### src/hw/rtl/npcc_pkg.sv
`default_nettype none

package npcc_pkg;

    localparam int PALETTE_DEPTH_DEFAULT = 256;
    localparam int COUNT_W               = 9;
    localparam int CHAN_W                = 8;
    localparam int ATTR_W                = 8;
    localparam int SQ_W                  = 2 * CHAN_W;
    localparam int DIST_W                = SQ_W + 2;

    localparam logic CMD_LOAD     = 1'b0;
    localparam logic CMD_CLASSIFY = 1'b1;

    localparam logic STATUS_OK    = 1'b0;
    localparam logic STATUS_EMPTY = 1'b1;

    typedef struct packed {
        logic [CHAN_W-1:0] red;
        logic [CHAN_W-1:0] green;
        logic [CHAN_W-1:0] blue;
        logic [CHAN_W-1:0] alpha;
    } rgba_t;

    typedef struct packed {
        logic [ATTR_W-1:0] attr;
        rgba_t             color;
    } entry_t;

    // Control that travels with each palette entry down the distance pipeline
    typedef struct packed {
        logic valid;
        logic last;
    } tag_t;

endpackage

`default_nettype wire

### src/hw/rtl/npcc_dist.sv
`default_nettype none

module npcc_dist
(
    input  wire logic                          clk,
    input  wire logic                          rst_n,
    input  wire npcc_pkg::tag_t                entry_tag,
    input  wire npcc_pkg::entry_t              entry,
    input  wire npcc_pkg::rgba_t               pixel,
    output npcc_pkg::tag_t                     dist_tag,
    output logic [npcc_pkg::DIST_W-1:0]        dist_value,
    output logic [npcc_pkg::ATTR_W-1:0]        dist_attr
);

    localparam int CW = npcc_pkg::CHAN_W;
    localparam int SW = npcc_pkg::SQ_W;
    localparam int DW = npcc_pkg::DIST_W;

    function automatic logic [CW-1:0] abs_diff(input logic [CW-1:0] a, input logic [CW-1:0] b);
        logic [CW-1:0] d;
        d = (a > b) ? (a - b) : (b - a);
        return d;
    endfunction

    npcc_pkg::tag_t             sq_tag_reg;
    logic [SW-1:0]              sq_reg [4];
    logic [npcc_pkg::ATTR_W-1:0] sq_attr_reg;

    npcc_pkg::tag_t             sum_tag_reg;
    logic [DW-1:0]              sum_reg;
    logic [npcc_pkg::ATTR_W-1:0] sum_attr_reg;

    logic [CW-1:0] diff [4];
    logic [DW-1:0] sum_next;

    always_comb
    begin
        diff[0] = abs_diff(entry.color.red,   pixel.red);
        diff[1] = abs_diff(entry.color.green, pixel.green);
        diff[2] = abs_diff(entry.color.blue,  pixel.blue);
        diff[3] = abs_diff(entry.color.alpha, pixel.alpha);
        sum_next = DW'(sq_reg[0]) + DW'(sq_reg[1]) + DW'(sq_reg[2]) + DW'(sq_reg[3]);
    end

    always_ff @(posedge clk or negedge rst_n)
    begin
        if (!rst_n)
        begin
            sq_tag_reg  <= '0;
            sum_tag_reg <= '0;
        end
        else
        begin
            sq_tag_reg  <= entry_tag;
            sum_tag_reg <= sq_tag_reg;
        end
    end

    // Square the channel differences, then add the four squares
    always_ff @(posedge clk)
    begin
        for (int k = 0; k < 4; k++)
        begin
            sq_reg[k] <= SW'(diff[k]) * SW'(diff[k]);
        end
        sq_attr_reg  <= entry.attr;
        sum_reg      <= sum_next;
        sum_attr_reg <= sq_attr_reg;
    end

    assign dist_tag   = sum_tag_reg;
    assign dist_value = sum_reg;
    assign dist_attr  = sum_attr_reg;

endmodule

`default_nettype wire

### config.mk
export PLATFORM = sky130hd
export DESIGN_NAME = npcc_dist
export DESIGN_NICKNAME = d
export VERILOG_FILES = /design/src/hw/rtl/npcc_pkg.sv /design/src/hw/rtl/npcc_dist.sv
export SDC_FILE = /design/constraint.sdc
export NUM_CORES = 1
export LEC_CHECK = 0
export BUFFER_PORTS_ARGS = -buffer_cell sky130_fd_sc_hd__clkbuf_2
export CORE_UTILIZATION = 55
export DETAILED_ROUTE_END_ITERATION = 7
export PLACE_DENSITY_LB_ADDON = 0.05
export SYNTH_ARGS = -nofsm -noshare
export SYNTH_HDL_FRONTEND = slang
export SYNTH_SLANG_ARGS = --single-unit
### constraint.sdc
create_clock -name clk -period 8.8 [get_ports clk]
set_input_delay 0.88 -clock clk [delete_from_list [all_inputs] [get_ports clk]]
set_output_delay 0.88 -clock clk [all_outputs]
set_load 0.01 [all_outputs]
# --- After elaboration in Yosys (flattened, before gate mapping) ---
# Memory sizes are Yosys's and may differ from the RTL's.
# Cells that the tools add are included.
word_totals:
  memories: 1
  latchBits: 0
  output_inout_bits: 28
  ramBits: 64
  regBits: 38
  word_cells: 31
  rom_bits: 0
memory_table:
  columns: ["memory", "depth", "width", "rd", "rd_clocked_by_memory_dff", "write_ports", "line_no", "source"]
  rows:
  - ["sq_reg", 4, 16, 4, 0, 4, "npcc_dist.sv:26", "logic [SW-1:0] sq_reg [4];"]
op_classes:
  n_mux: 4
  div: 0
  shift: 0
  eq_ne: 0
  order_cmp: 4
  mul: 4
  addsub: 11
  reduce_logical: 0
  bitwise: 0
ops:
  columns: ["operator", "count"]
  rows:
  - ["$mul A8 B8 Y16", 4]
  - ["$sub A8 B8 Y8", 8]
  - ["$gt A8 B8 Y1", 4]
  - ["$mux W8", 4]
  - ["$add A17 B16 Y18", 1]
  - ["$add A18 B16 Y18", 1]
  - ["$add A16 B16 Y17", 1]

# --- Logic depth before layout (Yosys ltp) ---
logic_depth:
  ltp_word: 3
  depth_mapped: 27
  mapped_depth_nobuf: 27

# --- Least setup slack after synthesis ---
# Ideal clock, no wire load.
synth_timing:
  path_type: "input-to-reg"
  start: "in entry[26] (netlist name)"
  end: "mem sq_reg[0][15] (netlist name)"
  t_arrival_ns: 6.313
  required_time_ns: 8.680
  setup_ns: 0.120
  cell_stages: 21
  path_slack_ns: 2.367
  path_cell_list: "inv_1 > ha_1 > a21oi_1 > or3b_4 > a31oi_4 > mux2i_1 > xnor2_2 > or2_2 > fa_1 > inv_1 > fa_1 > fa_1 > inv_1 > fa_1 > inv_1 > ha_1 > or3_1 > o2111ai_1 > o21ai_0 > a21oi_1 > xnor2_1"
synth_rtl:
  columns: ["item", "line_no", "source"]
  rows:
  - ["start: declaration", "npcc_dist.sv:8", "input wire npcc_pkg::entry_t entry,"]
  - ["end: declaration", "npcc_dist.sv:26", null]

==> flow_summary.yaml <==
run_status:
  outcome: "complete, no violations"
timing:
  fmax_ghz: 0.1497
  hold_viol: 0
  slew_headroom_pct: 39.58
  slew_violations: 0
  period_share_pct: 75.91
  max_slew.worst_pin.slew_ns: 0.8811
  period_needed_ns: 6.680
  setup_viol: 0
  tns_ns: 0
  rsz0062_at_grt: "false"
  finClkSkew_ns: 0.01138
global_routing:
  grt_overflow_total: 0
  grt_pass1_vias: 8608
  grt_max_degree: 18
  antenna_found_initial: 0
  grtUsageTotal_pct: 20.94
  grt_pass1_wl_mm: 38.17
drt:
  routed_via_density: 5.159
  finalWirelength_mm: 22.05
  drcViolationCount: 0
  ant_nets: 0
  detail_route.wl_per_cell_um: 13.03
  dr.pass1.iters: 5
  drt_iter0_drc: 351
  num_vias: 8729
worst_setup_path:
  cp.arrival_ns: 6.92
  r2r_slack_ns: 4.84
  crit_path_end_kind: "flop"
  slowest_delay_ns: 0.55
  crit_slowest_cell: "fa_1"
  cpLargestDelayFamily: "adder cells"
  crit_type: "input port to flop"
  r2r-end: "dist_value[14]$_DFF_P_"
  crit_required_ns: 9.04
  reg2reg_from: "sq_reg[1][2]$_DFF_P_"
  start_kind: "input port"
  path_cells: "clkbuf_2 -> inv_1 -> ha_1 -> a21oi_1 -> or3b_4 -> a31oi_4 -> mux2i_1 -> xor2_2 -> or2_1 -> inv_1 -> fa_1 -> fa_1 -> inv_1 -> fa_1 -> fa_1 -> inv_1 -> ha_1 -> nand2_1 -> o21ai_0 -> o2111ai_1 -> o21ai_0 -> a21oi_1 -> xnor2_1"
  r2r_cells: 12
  path_max_fanout: 10
  crit_buf_inv: 5
clock_network:
  cts_hold_buf: 0
  max-clock-path-buffers: 2
  clk_latency_ns: 0.35
  cts-resized-gates: 0
  cts.sinks: 98
  cts_setup_buffers: 0
  cts_buffers: 9
  cts_tree: "done"
  clkTransAtPathRegs_ns: 0.06
  clockRootBuffer: "clkbuf_16"
  htreeDepth: 3
floorplanning:
  rows: 53
  die_x_um: 150.5
  die-area_um2: 22640
  initial_core_util_pct: 56.94
  core_um2: 21290
  die_height_um: 150.5
  pin_count: 104
layout:
  register_area_um2: 1982
  antennaDiodeCount: 0
  final_nets: 1822
  multiInputGateArea_um2: 9096
  n_fill_cell: 1909
  drive_gt1_share_pct: 11.36
  area_growth_pct: 8.754
  largest_reg_flops: 60
job:
  cap_violations: 0
worst_hold_path:
  hp-class: "input port to async pin"
logic_synthesis:
  synthTopCellsByArea: "fa_1 (23%), ha_1 (20%), dfxtp_1 (16%)"
  async_flop_share_pct: 4.082
  ys.flop_type: "dfxtp_1"
  synth_edf_count: 0
  yosysSeqAreaShare_pct: 16.35
  synth_cell_types: 68
  syn-cell-area_um2: 12120
  synth_top_area_share_pct: 22.79
  syn_inst: 1317
  avgSynthCellArea_um2: 9.203
  ys_seq_elements: 98
  synth_top_cell_by_area: "fa_1"
  yosys_warnings: 0
place:
  place_hpwl_mm: 19.11
  port_buffers: 103
  gp_congestion: 0.8953
-- per-stage QoR --
step | std cells | setup slack [ns] | cell area [um2] | hold slack, ns | utilization, %
3_3_place_gp | 1676 | 1.851 | 12890 | 0.3106 | 60.58
5_1_grt | 1692 | 1.717 | 13180 | 0.3177 | 61.92
2_1_floorplan | 1318 | 2.367 | 12120 | 0.3096 | -
4_1_cts | 1692 | 2.121 | 13180 | 0.3152 | 61.92
6_report | 1692 | 2.120 | 13180 | 0.3244 | 61.92
3_5_place_dp | 1676 | 1.767 | 12890 | 0.3175 | 60.58
-- placed cells by master, fill, tap and decap left out, drive strengths merged, types with 4 or more instances in the layout --
cell / instances
nor3: 17
a31oi: 13
a21oi: 70
a21o: 45
clkbuf: 113
o21ai: 37
dfxtp: 94
and4: 5
a211oi: 6
xor2: 27
mux2i: 26
or3: 9
inv: 255
or2: 15
nand2b: 10
fa: 138
o21bai: 4
o21a: 4
dfrtp: 4
a221oi: 6
o211ai: 4
ha: 196
nor2: 145
xnor2: 79
nand2: 45
and3: 7
-- worst register-to-register path, stage by stage (launching register included) --
cell       delay [ns]
dfxtp_1          0.31
fa_1             0.53
inv_1            0.05
fa_1             0.49
inv_1            0.07
ha_1             0.29
a21o_1           0.16
a21o_1           0.20
a2111oi_0        0.79
nor3_1           0.23
or3_1            0.39
a21oi_1          0.18
xnor2_1          0.19
-- cell usage after synthesis (all sizes together), types with 7 or more instances --
cell / instances
a31oi: 13
nand2b: 10
or3: 9
nor2: 145
mux2i: 26
nand2: 45
and3: 7
or2: 15
o21ai: 37
xnor2: 79
fa: 138
nor3: 17
buf: 7
ha: 196
dfxtp: 94
xor2: 27
a21oi: 70
clkbuf: 15
inv: 251
a21o: 45
-- metal layers --
layer	up-vias	GRT usage (%)	wire (um)
li1	4431	-	-
met1	4150	27.93	10410
met3	20	2.667	723
met2	128	36.15	10610
met5	-	0	0
met4	0	4.444	311
-- layout make-up --
type | count | area share, %
inverters | 251 | 7.148
repair buffers | 105 | 4.025
clock buffers | 10 | 1.813
well taps | 275 | 2.610
multi-input cells | 947 | 69.01
flip-flops and latches | 98 | 15.04
clock inverters | 6 | 0.3607
-- kinds of logic after synthesis --
logic type,synth area share (%)
xor gates and xnor gates,8.217
and+or+nand+nor,10.04
other,0.06196
DFF,16.35
AOI/OAI and AO/OA,11.43
muxes,2.240
adders and majority gates,43.03
buffers and inverters,8.630
-- how the worst max path moves through the flow --
stage / from / to / slack, ns / cells after the start
5_1_grt: entry[26] / sq_reg[0][15]$_DFF_P_ / 1.72 / 23
4_1_cts: entry[24] / sq_reg[0][15]$_DFF_P_ / 2.12 / 25
6_report: entry[26] / sq_reg[0][15]$_DFF_P_ / 2.12 / 23
2_1_floorplan: entry[26] / sq_reg[0][15]$_DFF_P_ / 2.37 / 21
3_5_place_dp: entry[24] / sq_reg[0][15]$_DFF_P_ / 1.77 / 25
3_3_place_gp: entry[26] / sq_reg[0][14]$_DFF_P_ / 1.85 / 22
Power is left out: the tool's default activity adds up to more than one toggle a clock period on the data nets, which glitch-free logic cannot reach.
